$ cat src/rtl/stb_pkg.sv
// Shared types and constants for the software timer bank.
// Word formats, action codes, controller states and the command/status structs.
// No dependencies.
`default_nettype none

package stb_pkg;

    localparam int NUM_TIMERS_DEF  = 8;
    localparam int COUNT_WIDTH_DEF = 16;

    // action codes
    localparam logic [2:0] ACT_TICK   = 3'd0;
    localparam logic [2:0] ACT_CREATE = 3'd1;
    localparam logic [2:0] ACT_DELETE = 3'd2;
    localparam logic [2:0] ACT_START  = 3'd3;
    localparam logic [2:0] ACT_STOP   = 3'd4;

    typedef struct packed {
        logic [2:0]  action;
        logic [2:0]  slot;
        logic [15:0] delay_ticks;
        logic [15:0] period_ticks;
        logic        start_running;
    } cmd_word_t;

    typedef struct packed {
        logic       kind;
        logic [2:0] result_slot;
        logic       ok;
        logic       last;
    } rsp_word_t;

    typedef enum logic [2:0] {
        ST_IDLE,
        ST_REPLY,
        ST_CREATE,
        ST_TK_RD,
        ST_TK_EVAL,
        ST_TK_DONE
    } state_t;

    // slot update applied by the datapath
    typedef enum logic [1:0] {
        UPD_NONE,
        UPD_HANDLE,
        UPD_CREATE,
        UPD_TICK
    } upd_t;

    // response word to build
    typedef enum logic [2:0] {
        RES_REPLY,
        RES_CREATED,
        RES_FULL,
        RES_FIRE,
        RES_DONE
    } res_t;

    typedef struct packed {
        logic load;
        logic idx_inc;
        logic mem_rd;
        upd_t upd;
        logic push;
        res_t res;
    } dp_cmd_t;

    typedef struct packed {
        logic used;
        logic last_idx;
        logic fire;
        logic rsp_free;
    } dp_status_t;

endpackage

`default_nettype wire

$ cat src/rtl/stb_datapath.sv
// Datapath of the software timer bank: slot flags, delay/period memory,
// scan index, captured command word and response register.
// Depends on stb_pkg.
`default_nettype none

module stb_datapath #(
    parameter int NUM_TIMERS  = stb_pkg::NUM_TIMERS_DEF,
    parameter int COUNT_WIDTH = stb_pkg::COUNT_WIDTH_DEF
) (
    input  wire logic               clk,
    input  wire logic               rst_n,
    input  wire stb_pkg::cmd_word_t cmd,
    input  wire stb_pkg::dp_cmd_t   ctl,
    output stb_pkg::dp_status_t     status,
    output logic                    rsp_valid,
    input  wire logic               rsp_stall,
    output stb_pkg::rsp_word_t      rsp
);

    localparam int IDX_W = (NUM_TIMERS > 1) ? $clog2(NUM_TIMERS) : 1;
    // wide enough for a 3-bit handle and for the slot count itself
    localparam int EXT_W = ((IDX_W + 1) > 3) ? (IDX_W + 1) : 3;
    localparam logic [EXT_W-1:0] LAST_IDX  = EXT_W'(NUM_TIMERS - 1);
    localparam logic [EXT_W-1:0] NUM_SLOTS = EXT_W'(NUM_TIMERS);

    stb_pkg::cmd_word_t     item_reg;
    logic [IDX_W-1:0]       idx_reg;
    logic [IDX_W-1:0]       idx_next;
    logic [NUM_TIMERS-1:0]  in_use_reg;
    logic [NUM_TIMERS-1:0]  in_use_next;
    logic [NUM_TIMERS-1:0]  running_reg;
    logic [NUM_TIMERS-1:0]  running_next;
    logic [COUNT_WIDTH-1:0] rd_delay_reg;
    logic [COUNT_WIDTH-1:0] rd_period_reg;
    logic                   rsp_valid_reg;
    logic                   rsp_valid_next;
    stb_pkg::rsp_word_t     rsp_word_reg;
    stb_pkg::rsp_word_t     rsp_word_next;

    logic [2*COUNT_WIDTH-1:0] row_mem [NUM_TIMERS];
    logic                     mem_we;
    logic [2*COUNT_WIDTH-1:0] mem_wdata;

    logic [EXT_W-1:0]       idx_ext;
    logic [EXT_W-1:0]       handle_ext;
    logic [IDX_W-1:0]       handle_idx;
    logic                   handle_valid;
    logic                   handle_action;
    logic                   delay_zero;
    logic [COUNT_WIDTH-1:0] dly_c;
    logic [COUNT_WIDTH-1:0] per_c;

    assign idx_ext       = EXT_W'(idx_reg);
    assign handle_ext    = EXT_W'(item_reg.slot);
    assign handle_idx    = handle_ext[IDX_W-1:0];
    assign handle_valid  = (handle_ext < NUM_SLOTS) && in_use_reg[handle_idx];
    assign handle_action = item_reg.action inside
                           {stb_pkg::ACT_DELETE, stb_pkg::ACT_START, stb_pkg::ACT_STOP};
    assign delay_zero    = (rd_delay_reg == '0);
    assign dly_c         = COUNT_WIDTH'(item_reg.delay_ticks);
    assign per_c         = COUNT_WIDTH'(item_reg.period_ticks);

    assign status.used     = in_use_reg[idx_reg];
    assign status.last_idx = (idx_ext == LAST_IDX);
    assign status.fire     = in_use_reg[idx_reg] && running_reg[idx_reg] && delay_zero;
    assign status.rsp_free = !rsp_valid_reg || !rsp_stall;

    assign rsp_valid = rsp_valid_reg;
    assign rsp       = rsp_word_reg;

    // slot state update
    always_comb
    begin
        in_use_next  = in_use_reg;
        running_next = running_reg;
        mem_we       = 1'b0;
        mem_wdata    = '0;
        unique case (ctl.upd)
            stb_pkg::UPD_HANDLE:
            begin
                if (handle_valid)
                begin
                    case (item_reg.action)
                        stb_pkg::ACT_DELETE:
                        begin
                            in_use_next[handle_idx]  = 1'b0;
                            running_next[handle_idx] = 1'b0;
                        end
                        stb_pkg::ACT_START: running_next[handle_idx] = 1'b1;
                        stb_pkg::ACT_STOP:  running_next[handle_idx] = 1'b0;
                        default: ;
                    endcase
                end
            end
            stb_pkg::UPD_CREATE:
            begin
                in_use_next[idx_reg]  = 1'b1;
                running_next[idx_reg] = item_reg.start_running;
                mem_we                = 1'b1;
                mem_wdata             = {per_c, dly_c};
            end
            stb_pkg::UPD_TICK:
            begin
                if (delay_zero)
                begin
                    if (running_reg[idx_reg])
                    begin
                        if (rd_period_reg == '0)
                        begin
                            in_use_next[idx_reg]  = 1'b0;
                            running_next[idx_reg] = 1'b0;
                        end
                        else
                        begin
                            mem_we    = 1'b1;
                            mem_wdata = {rd_period_reg, rd_period_reg};
                        end
                    end
                end
                else
                begin
                    mem_we    = 1'b1;
                    mem_wdata = {rd_period_reg, rd_delay_reg - COUNT_WIDTH'(1)};
                end
            end
            default: ;
        endcase
    end

    // response word
    always_comb
    begin
        rsp_word_next = rsp_word_reg;
        case (ctl.res)
            stb_pkg::RES_REPLY:
            begin
                rsp_word_next.kind        = 1'b0;
                rsp_word_next.result_slot = handle_action ? item_reg.slot : 3'd0;
                rsp_word_next.ok          = handle_action && handle_valid;
                rsp_word_next.last        = 1'b1;
            end
            stb_pkg::RES_CREATED:
            begin
                rsp_word_next.kind        = 1'b0;
                rsp_word_next.result_slot = idx_ext[2:0];
                rsp_word_next.ok          = 1'b1;
                rsp_word_next.last        = 1'b1;
            end
            stb_pkg::RES_FIRE:
            begin
                rsp_word_next.kind        = 1'b1;
                rsp_word_next.result_slot = idx_ext[2:0];
                rsp_word_next.ok          = 1'b1;
                rsp_word_next.last        = 1'b0;
            end
            stb_pkg::RES_DONE:
            begin
                rsp_word_next.kind        = 1'b0;
                rsp_word_next.result_slot = 3'd0;
                rsp_word_next.ok          = 1'b1;
                rsp_word_next.last        = 1'b1;
            end
            default:
            begin
                rsp_word_next.kind        = 1'b0;
                rsp_word_next.result_slot = 3'd0;
                rsp_word_next.ok          = 1'b0;
                rsp_word_next.last        = 1'b1;
            end
        endcase
    end

    always_comb
    begin
        idx_next = idx_reg;
        if (ctl.load)
        begin
            idx_next = '0;
        end
        else if (ctl.idx_inc)
        begin
            idx_next = idx_reg + IDX_W'(1);
        end
    end

    always_comb
    begin
        rsp_valid_next = rsp_valid_reg;
        if (ctl.push)
        begin
            rsp_valid_next = 1'b1;
        end
        else if (!rsp_stall)
        begin
            rsp_valid_next = 1'b0;
        end
    end

    always_ff @(posedge clk or negedge rst_n)
    begin
        if (!rst_n)
        begin
            idx_reg       <= '0;
            in_use_reg    <= '0;
            running_reg   <= '0;
            rsp_valid_reg <= 1'b0;
        end
        else
        begin
            idx_reg       <= idx_next;
            in_use_reg    <= in_use_next;
            running_reg   <= running_next;
            rsp_valid_reg <= rsp_valid_next;
        end
    end

    always_ff @(posedge clk)
    begin
        if (ctl.load)
        begin
            item_reg <= cmd;
        end
        if (ctl.push)
        begin
            rsp_word_reg <= rsp_word_next;
        end
    end

    // delay/period memory: one write and one registered read, both at the scan index
    always_ff @(posedge clk)
    begin
        if (mem_we)
        begin
            row_mem[idx_reg] <= mem_wdata;
        end
        if (ctl.mem_rd)
        begin
            {rd_period_reg, rd_delay_reg} <= row_mem[idx_reg];
        end
    end

endmodule

`default_nettype wire

$ cat src/rtl/stb_ctrl.sv
// Controller of the software timer bank: sequences replies, the create
// search and the tick scan. Depends on stb_pkg.
`default_nettype none

module stb_ctrl (
    input  wire logic                clk,
    input  wire logic                rst_n,
    input  wire logic                cmd_valid,
    output logic                     cmd_stall,
    input  wire logic [2:0]          cmd_action,
    input  wire stb_pkg::dp_status_t status,
    output stb_pkg::dp_cmd_t         ctl
);

    stb_pkg::state_t state_reg;
    stb_pkg::state_t state_next;

    assign cmd_stall = (state_reg != stb_pkg::ST_IDLE);

    always_comb
    begin
        state_next = state_reg;
        unique case (state_reg)
            stb_pkg::ST_IDLE:
            begin
                if (cmd_valid)
                begin
                    case (cmd_action)
                        stb_pkg::ACT_TICK:   state_next = stb_pkg::ST_TK_RD;
                        stb_pkg::ACT_CREATE: state_next = stb_pkg::ST_CREATE;
                        default:             state_next = stb_pkg::ST_REPLY;
                    endcase
                end
            end
            stb_pkg::ST_REPLY:
            begin
                if (status.rsp_free)
                begin
                    state_next = stb_pkg::ST_IDLE;
                end
            end
            stb_pkg::ST_CREATE:
            begin
                if ((!status.used || status.last_idx) && status.rsp_free)
                begin
                    state_next = stb_pkg::ST_IDLE;
                end
            end
            stb_pkg::ST_TK_RD:
            begin
                if (status.used)
                begin
                    state_next = stb_pkg::ST_TK_EVAL;
                end
                else if (status.last_idx)
                begin
                    state_next = stb_pkg::ST_TK_DONE;
                end
            end
            stb_pkg::ST_TK_EVAL:
            begin
                if (!status.fire || status.rsp_free)
                begin
                    state_next = status.last_idx ? stb_pkg::ST_TK_DONE : stb_pkg::ST_TK_RD;
                end
            end
            stb_pkg::ST_TK_DONE:
            begin
                if (status.rsp_free)
                begin
                    state_next = stb_pkg::ST_IDLE;
                end
            end
            default: state_next = stb_pkg::ST_IDLE;
        endcase
    end

    always_comb
    begin
        ctl.load    = 1'b0;
        ctl.idx_inc = 1'b0;
        ctl.mem_rd  = 1'b0;
        ctl.upd     = stb_pkg::UPD_NONE;
        ctl.push    = 1'b0;
        ctl.res     = stb_pkg::RES_REPLY;
        unique case (state_reg)
            stb_pkg::ST_IDLE:
            begin
                ctl.load = cmd_valid;
            end
            stb_pkg::ST_REPLY:
            begin
                if (status.rsp_free)
                begin
                    ctl.upd  = stb_pkg::UPD_HANDLE;
                    ctl.push = 1'b1;
                end
            end
            stb_pkg::ST_CREATE:
            begin
                if (!status.used)
                begin
                    if (status.rsp_free)
                    begin
                        ctl.upd  = stb_pkg::UPD_CREATE;
                        ctl.push = 1'b1;
                        ctl.res  = stb_pkg::RES_CREATED;
                    end
                end
                else if (status.last_idx)
                begin
                    ctl.push = status.rsp_free;
                    ctl.res  = stb_pkg::RES_FULL;
                end
                else
                begin
                    ctl.idx_inc = 1'b1;
                end
            end
            stb_pkg::ST_TK_RD:
            begin
                if (status.used)
                begin
                    ctl.mem_rd = 1'b1;
                end
                else
                begin
                    ctl.idx_inc = !status.last_idx;
                end
            end
            stb_pkg::ST_TK_EVAL:
            begin
                ctl.res = stb_pkg::RES_FIRE;
                if (!status.fire || status.rsp_free)
                begin
                    ctl.upd     = stb_pkg::UPD_TICK;
                    ctl.push    = status.fire;
                    ctl.idx_inc = !status.last_idx;
                end
            end
            stb_pkg::ST_TK_DONE:
            begin
                ctl.push = status.rsp_free;
                ctl.res  = stb_pkg::RES_DONE;
            end
            default: ;
        endcase
    end

    always_ff @(posedge clk or negedge rst_n)
    begin
        if (!rst_n)
        begin
            state_reg <= stb_pkg::ST_IDLE;
        end
        else
        begin
            state_reg <= state_next;
        end
    end

endmodule

`default_nettype wire

$ cat src/rtl/software_timer_bank_core.sv
// Top level of the software timer bank: joins the controller and the datapath.
// Depends on stb_pkg, stb_ctrl and stb_datapath.
//
// A bank of NUM_TIMERS timer slots, each with an in-use bit, a run bit, a
// COUNT_WIDTH-bit delay and a period; all slots are free after reset. One
// command word is taken at a time and is answered by response words on the
// rsp channel, the final one marked last. Create takes the lowest free slot
// and returns it (ok 0 when the bank is full); delete, start and stop act on
// a slot handle and answer ok 0 for an unused or out-of-range handle. A tick
// visits the used slots in ascending order: a running slot at zero delay
// fires and is freed (zero period) or reloaded from its period, a stopped
// slot at zero waits, any other slot counts down by one. The fire words come
// first, then a done word. Delete, start, stop and unknown actions are answered
// from a reply state; create searches the slots in ascending order, up to
// NUM_TIMERS of them; a tick visits every slot, free or used, and a used slot
// is read and then written back (the delay/period memory has one registered
// read port), before the done word is built. A held response register sits
// on rsp, so a new command is accepted while the last word of the previous
// one still waits; any further word waits on rsp_stall.
`default_nettype none

module software_timer_bank_core #(
    parameter int NUM_TIMERS  = stb_pkg::NUM_TIMERS_DEF,
    parameter int COUNT_WIDTH = stb_pkg::COUNT_WIDTH_DEF
) (
    input  wire logic               clk,
    input  wire logic               rst_n,
    input  wire logic               cmd_valid,
    output logic                    cmd_stall,
    input  wire stb_pkg::cmd_word_t cmd,
    output logic                    rsp_valid,
    input  wire logic               rsp_stall,
    output stb_pkg::rsp_word_t      rsp
);

    // command and status between the sequencer and the slot datapath
    stb_pkg::dp_cmd_t    ctl;
    stb_pkg::dp_status_t status;

    stb_ctrl u_ctrl (
        .clk        (clk),
        .rst_n      (rst_n),
        .cmd_valid  (cmd_valid),
        .cmd_stall  (cmd_stall),
        .cmd_action (cmd.action),
        .status     (status),
        .ctl        (ctl)
    );

    stb_datapath #(
        .NUM_TIMERS  (NUM_TIMERS),
        .COUNT_WIDTH (COUNT_WIDTH)
    ) u_datapath (
        .clk       (clk),
        .rst_n     (rst_n),
        .cmd       (cmd),
        .ctl       (ctl),
        .status    (status),
        .rsp_valid (rsp_valid),
        .rsp_stall (rsp_stall),
        .rsp       (rsp)
    );

endmodule

`default_nettype wire

$ cat config.mk
export PLATFORM = sky130hd
export DESIGN_NAME = software_timer_bank_core
export DESIGN_NICKNAME = d
export VERILOG_FILES = /design/src/rtl/stb_pkg.sv /design/src/rtl/stb_datapath.sv /design/src/rtl/stb_ctrl.sv /design/src/rtl/software_timer_bank_core.sv
export SDC_FILE = /design/constraint.sdc
export NUM_CORES = 1
export LEC_CHECK = 0
export ABC_AREA = 1
export BUFFER_PORTS_ARGS = -buffer_cell sky130_fd_sc_hd__buf_4
export CELL_PAD_IN_SITES_DETAIL_PLACEMENT = 1
export CELL_PAD_IN_SITES_GLOBAL_PLACEMENT = 2
export CORE_ASPECT_RATIO = 1.75
export CORE_MARGIN = 4
export CORE_UTILIZATION = 43
export DETAILED_ROUTE_END_ITERATION = 8
export PLACE_DENSITY = 0.77
export SETUP_SLACK_MARGIN = 0.02
export SYNTH_ARGS = -nofsm -noshare
export SYNTH_HDL_FRONTEND = slang
export SYNTH_SLANG_ARGS = --single-unit
$ cat constraint.sdc
create_clock -name clk -period 3.9 [get_ports clk]
set_clock_uncertainty 0.05 [all_clocks]
set_input_delay 0.78 -clock clk [delete_from_list [all_inputs] [get_ports clk]]
set_output_delay 0.78 -clock clk [all_outputs]
set_load 0.01 [all_outputs]
==> run_results.csv, run 1 <==
group,metric,value,unit
setup_path,critPathTopFamily,"simple AND/OR/NAND/NOR gates",
setup_path,path_max_fanout,32,
sta,layout_min_cycle_time,3180,ps
cts,cts_root_buf,"clkbuf_16",
min_path,hold_path.class,"primary input to asynchronous set/reset pin",
yosys,syn-instance-count,1189,
detailed_routing,vias_per_cell,5.68,
final_layout,largest_register,"u_datapath.row_mem",
cts,cts_tree,"done",
cts,cts.htree.levels,2,
sta,post-route-period-util,81.5,%
detailed_routing,wirelength,44400,um
cts,cts_setup_buffers,0,
final_layout,syn2layout_area_growth,15.1,%
placement,dp_hpwl,28100,um
placement,gp_congestion,0.876,
setup_path,start_kind,"flip-flop",
global_routing,grt_pass1_vias,10600,
yosys,avgSynthCellArea,12.4,um2
floorplanning,rows,89,
global_routing,grt_first_pass_wirelength,66700,um
yosys,yosys-top-cells-count,"333 x edfxtp_1, 283 x nand2_1, 89 x inv_1",
setup_path,crit_chain,"inv_2 -> nand2_1 -> nand3_1 -> nand2_1 -> nor2_4 -> nor2_4 -> nand3_4 -> nand2_8 -> nor2_4 -> inv_2 -> nand2_1 -> inv_2 -> nor2_4 -> buf_4",
floorplanning,die-area,37500,um2
floorplanning,die_h,253,um
setup_path,criticalPathCategory,"flip-flop to flip-flop",
detailed_routing,wl_met1,16300,um
power,internal_power,7390,uW
setup_path,crit_top_cell,"nor2_4",
setup_path,cp_data_arrival_time,3280,ps
cts,clockBufferDepth,3,
setup_path,cp-end-kind,"flip-flop",
floorplanning,io_pins,51,
setup_path,regToRegSetupSlack,720,ps
sta,worstMarginPinSlew,976,ps
sta,relSlewSlack,34.3,%
power,p_comb_share,22.8,%
yosys,ys_warn_count,0,
final_layout,fillers,3560,
cts,postCtsResizedCells,0,
detailed_routing,route.met3.wl,1760,um
detailed_routing,antenna_left,0,
detailed_routing,num_vias,9882,
final_layout,drive_above_1_share,13.5,%
final_layout,antenna_cells,0,
final_layout,largest_register_ff_count,256,
setup_path,crit_path_top_delay_cell,"buf_4",
placement,numPortBuffers,50,
cts,hold_buffers,0,
sta,slew_violations,0,
yosys,yosys-top-cells-area,"edfxtp_1 68%, nand2_1 7.2%, dfrtp_1 3.9%, inv_1 2.3%, nand4_1 2.1%",
detailed_routing,wl_met2,24300,um
detailed_routing,drt_iter0_drc,778,
detailed_routing,wl_per_cell,25.5,um
power,p_seq_share,46.4,%
flow_run,cap_violations,0,
detailed_routing,top_layer_used,"met4",
yosys,ys.flop_type,"edfxtp_1",
cts,clock_latency,540,ps
floorplanning,initial_core_util,43.7,%
yosys,yosysSeqAreaShare,71.5,%
sta,max_freq,315,MHz
global_routing,grt_max_degree,49,
power,netSwitchingPower,3370,uW
floorplanning,fp.coreArea,33900,um2
setup_path,reg2regPathDepth,14,
setup_path,cp_num_cells,14,
sta,rsz0062_at_grt,"false",
floorplanning,die_width,148,um
global_routing,grt_overflow,0,
sta,tns,0,ps
yosys,ys_types,40,
setup_path,slowest_delay,520,ps
yosys,synth.top_cell.area_share,67.6,%
yosys,synth_nets,1236,
cts,clk_pin_slew,70,ps
final_layout,nets,1309,
setup_path,path_buf_inv,4,
sta,finalSetupViolCount,0,
cts,numCtsBuffers,34,
global_routing,grt.total_usage,24.1,%
detailed_routing,firstDrtPassIters,5,
power,power_density,632,nW/um2
yosys,synth-seq-cells,356,
sta,finalHoldViolations,0,
global_routing,antenna_found_initial,0,
yosys,synth-edff-count,333,
power,switching_share,31.3,%
power,p_leak,0.00614,uW
power,clock_power_share,30.7,%
cts,cts.sink_count,356,
outcome,outcome,"complete, no violations",
yosys,async_reset_ff_share,6.46,%
yosys,netlist_area,14800,um2
yosys,yosys.cell_count.top_type,"edfxtp_1",
sta,hold_ws,118,ps
detailed_routing,drc,0,
setup_path,required,4000,ps
yosys,synth_top_area_cell,"edfxtp_1",
power,ir_drop,0.465,mV
## power groups by stage
stage	registers, uW	clock network [uW]	logic, uW
finish	5000	3310	2460
global route	5020	3550	2710
CTS	5000	3380	2490
detailed placement	5070	0	2480
global placement	5060	0	2440
floorplan	5020	0	1470
## logic make-up (layout without fill, tap and decap cells)
logic type / count (synthesis) / in the layout / synth area share, %
mux: 1 / 1 / 0.0677
compound gates: 203 / 203 / 9.07
fa+ha+maj: 4 / 4 / 0.338
buf+inv: 140 / 235 / 3.92
simple gates: 476 / 476 / 14.6
xor+xnor: 9 / 9 / 0.533
flops: 356 / 356 / 71.5
## layer usage
metal	up-vias	global-route usage (%)
li1	4463	-
met1	5048	27.3
met2	273	45.0
met3	98	2.90
met4	0	10.7
met5	-	0
## final cells by class
class	count	area, um2	area share, %
sequential	356	10600	62.1
clock inverter	11	135	0.794
clock buffer	47	963	5.66
inverter	99	374	2.20
multi-input combinational	693	3770	22.1
timing repair buffer	78	636	3.73
tap	455	569	3.34
## cells in the final DEF, fill, tap and decap left out, types with 9 or more instances in the layout
master	n
a21oi_1	11
inv_1	89
edfxtp_1	333
nor2_4	23
dfrtp_1	23
a22o_1	27
nor2_1	43
nor3_1	14
nand2_1	283
buf_4	74
a22oi_1	36
clkbuf_16	37
a221oi_1	25
inv_2	9
o21ai_0	61
clkbuf_1	10
nand4_1	50
o21ai_1	32
nand3_1	42
## worst register-to-register path, cell delays in order (launching register included)
cell	delay, ps
dfrtp_1	390
inv_2	260
nand2_1	110
nand3_1	100
nand2_1	80
nor2_4	270
nor2_4	80
nand3_4	120
nand2_8	70
nor2_4	210
inv_2	160
nand2_1	100
inv_2	150
nor2_4	110
buf_4	520
## worst paths after layout
check,start,endpoint
max,u_datapath.idx_reg[0],u_datapath.row_mem[1][17]
min,rst_n,u_datapath.in_use_reg[1]
max reg2reg,u_datapath.idx_reg[0],u_datapath.row_mem[1][17]
min reg2reg,flip-flop,flip-flop
max in group asynchronous,rst_n,u_datapath.idx_reg[2]
min in group clk,cmd[0],u_datapath.item_reg[0]
## metrics by stage
step           setup slack, ps  util, %  area [um2]  std cells  power, uW
2_1_floorplan              515        -       14800       1189       6490
3_3_place_gp               853     47.0       15900       1681       7490
3_5_place_dp               746     47.0       15900       1681       7550
4_1_cts                    684     50.3       17000       1739      10900
5_1_grt                    517     50.3       17000       1739      11300
6_report                   721     50.3       17000       1739      10800
Power figures use the tool's default switching activity.
==> run 2, diff against run 1 <==
--- a/config.mk
+++ b/config.mk
@@ -11,9 +11,9 @@
 export CELL_PAD_IN_SITES_GLOBAL_PLACEMENT = 2
 export CORE_ASPECT_RATIO = 1.75
 export CORE_MARGIN = 4
-export CORE_UTILIZATION = 43
+export CORE_UTILIZATION = 39
 export DETAILED_ROUTE_END_ITERATION = 8
-export PLACE_DENSITY = 0.77
+export PLACE_DENSITY = 0.73
 export SETUP_SLACK_MARGIN = 0.02
 export SYNTH_ARGS = -nofsm -noshare
 export SYNTH_HDL_FRONTEND = slang
==> constraint.sdc (replaced) <==
create_clock -name clk -period 2.7 [get_ports clk]
set_clock_uncertainty 0.05 [all_clocks]
set_input_delay 0.54 -clock clk [delete_from_list [all_inputs] [get_ports clk]]
set_output_delay 0.54 -clock clk [all_outputs]
set_load 0.01 [all_outputs]
==> run_results.csv, run 2 (synthesis results as in run 1) <==
group,metric,value,unit
placement,dp_hpwl,32800,um
detailed_routing,firstDrtPassIters,5,
global_routing,grt_max_degree,34,
final_layout,fin_util,48.9,%
detailed_routing,drc,0,
setup_path,cp-end-kind,"flip-flop",
detailed_routing,wl_per_cell,25.8,um
floorplanning,initial_core_util,39.4,%
cts,clockBufferDepth,3,
final_layout,stdcell_area,18400,um2
setup_path,start_kind,"flip-flop",
outcome,outcome,"complete, no violations",
cts,cts_root_buf,"clkbuf_16",
placement,placed_area,16800,um2
sta,relSlewSlack,57.0,%
flow_run,cap_violations,0,
sta,worstMarginPinSlew,640,ps
sta,slew_violations,0,
global_routing,grt_first_pass_wirelength,72000,um
final_layout,fillers,3856,
power,p_leak,0.00683,uW
global_routing,grt_pass1_vias,11100,
setup_path,cp_data_arrival_time,2850,ps
detailed_routing,drt_iter0_drc,721,
detailed_routing,num_vias,10400,
final_layout,final_common_cell,"edfxtp_1",
final_layout,largest_register,"u_datapath.row_mem",
final_layout,stdcell_count,1876,
floorplanning,die_width,155,um
cts,cts_tree,"done",
cts,cts.htree.levels,2,
sta,tns,0,ps
cts,cts.sink_count,356,
global_routing,grt_overflow,0,
floorplanning,rows,94,
detailed_routing,wirelength,48500,um
floorplanning,die_h,266,um
power,ir_drop,0.582,mV
placement,place_inst,1784,
cts,clock_latency,530,ps
detailed_routing,vias_per_cell,5.52,
setup_path,criticalPathCategory,"flip-flop to flip-flop",
cts,clk_pin_slew,80,ps
final_layout,final_cell_mix,"333 x edfxtp_1, 283 x nand2_1, 150 x buf_4, 87 x inv_1, 58 x o21ai_0",
final_layout,largest_register_ff_count,256,
sta,finalHoldViolations,0,
global_routing,antenna_found_initial,0,
floorplanning,fp.coreArea,37500,um2
setup_path,required,2900,ps
sta,rsz0062_at_grt,"true",
placement,pre_cts_slack,-310,ps
final_layout,nets,1416,
setup_path,path_max_fanout,9,
sta,post-route-period-util,98.1,%
floorplanning,die-area,41200,um2
global_routing,grt.total_usage,23.6,%
power,power_density,883,nW/um2
sta,finalSetupViolCount,0,
final_layout,syn2layout_area_growth,24.1,%
floorplanning,io_pins,51,
final_layout,antenna_cells,0,
sta,layout_min_cycle_time,2650,ps
detailed_routing,antenna_left,0,
placement,gp_congestion,0.906,
final_layout,drive_above_1_share,22.2,%
placement,numPortBuffers,50,
cts,numCtsBuffers,35,
min_path,hold_path.class,"primary input to flip-flop",
sta,max_freq,378,MHz
sta,setup_ws,52.0,ps
==> run 2: changes by cell type in the layout (fill, tap and decap cells not counted), sizes merged <==
cell	delta
buf	+104
inv	+2
bufbuf	+1
clkinv	+7
clkinvlp	-2
clkbuf	-1
dlygate4sd3	+1
==> run 2: area by class of cell <==
type / instances / area [um2] / area share (%)
clock buffer: 46 / 948 / 5.17
sequential: 356 / 10600 / 57.6
inverter: 99 / 379 / 2.07
multi-input combinational: 693 / 3880 / 21.1
timing repair buffer: 184 / 1780 / 9.72
tap: 480 / 601 / 3.27
clock inverter: 18 / 184 / 1.00
==> run 2: worst paths after layout <==
check	startpoint	slack, ps	to	cells past startpoint
max	u_datapath.idx_reg[0]	50	u_datapath.row_mem[4][18]	13
min	cmd[35]	130	u_datapath.handle_idx[2]	1
max reg2reg	u_datapath.idx_reg[0]	50	u_datapath.row_mem[4][18]	13
min reg2reg	flip-flop	470	flip-flop	2
max in group asynchronous	rst_n	1870	u_datapath.idx_reg[1]	2
min in group asynchronous	rst_n	430	asynchronous set/reset pin	2
==> run 2: stage by stage <==
| step | hold WS (ps) | total power, uW |
|---|---|---|
| global route | 113 | 16900 |
| finish | 130 | 16200 |
| detailed placement | 439 | 11300 |
| global placement | 435 | 11200 |
| floorplan | 194 | 9400 |
| CTS | 110 | 16300 |
==> run 2: report_power, final <==
group	leakage (uW)	switching (uW)	total (uW)	internal, uW
Sequential	0.00341	255	7200	6950
Clock	0.000553	2100	4890	2790
Combinational	0.00287	2770	4110	1350
Total	0.00683	5120	16200	11100
==> run 2: per-layer routing <==
layer	global-route usage, %	part of all wire, %	vias up
li1	-	-	4690
met5	0	0	-
met1	27.0	37	5313
met2	44.0	54	254
met4	11.1	5.4	0
met3	2.03	3.1	107
==> run 2: critical path, cell delays in order, from the launching register on <==
cell	delay (ps)
dfrtp_1	450
buf_4	240
nand2_1	90
nand3_1	90
nand2_1	90
nor2_4	180
nor2_4	60
nand3_4	80
nand2_8	60
nor2_4	110
inv_2	60
buf_4	150
buf_4	190
o21ai_1	460
==> run 2: timing repair <==
item	CTS	global route
resized for setup	11	27
cloned	1	0
setup endpoints to repair	464	315
hold buffers	1	0
setup buffers	16	10
pin swaps	7	2
hold endpoints to repair	23	0
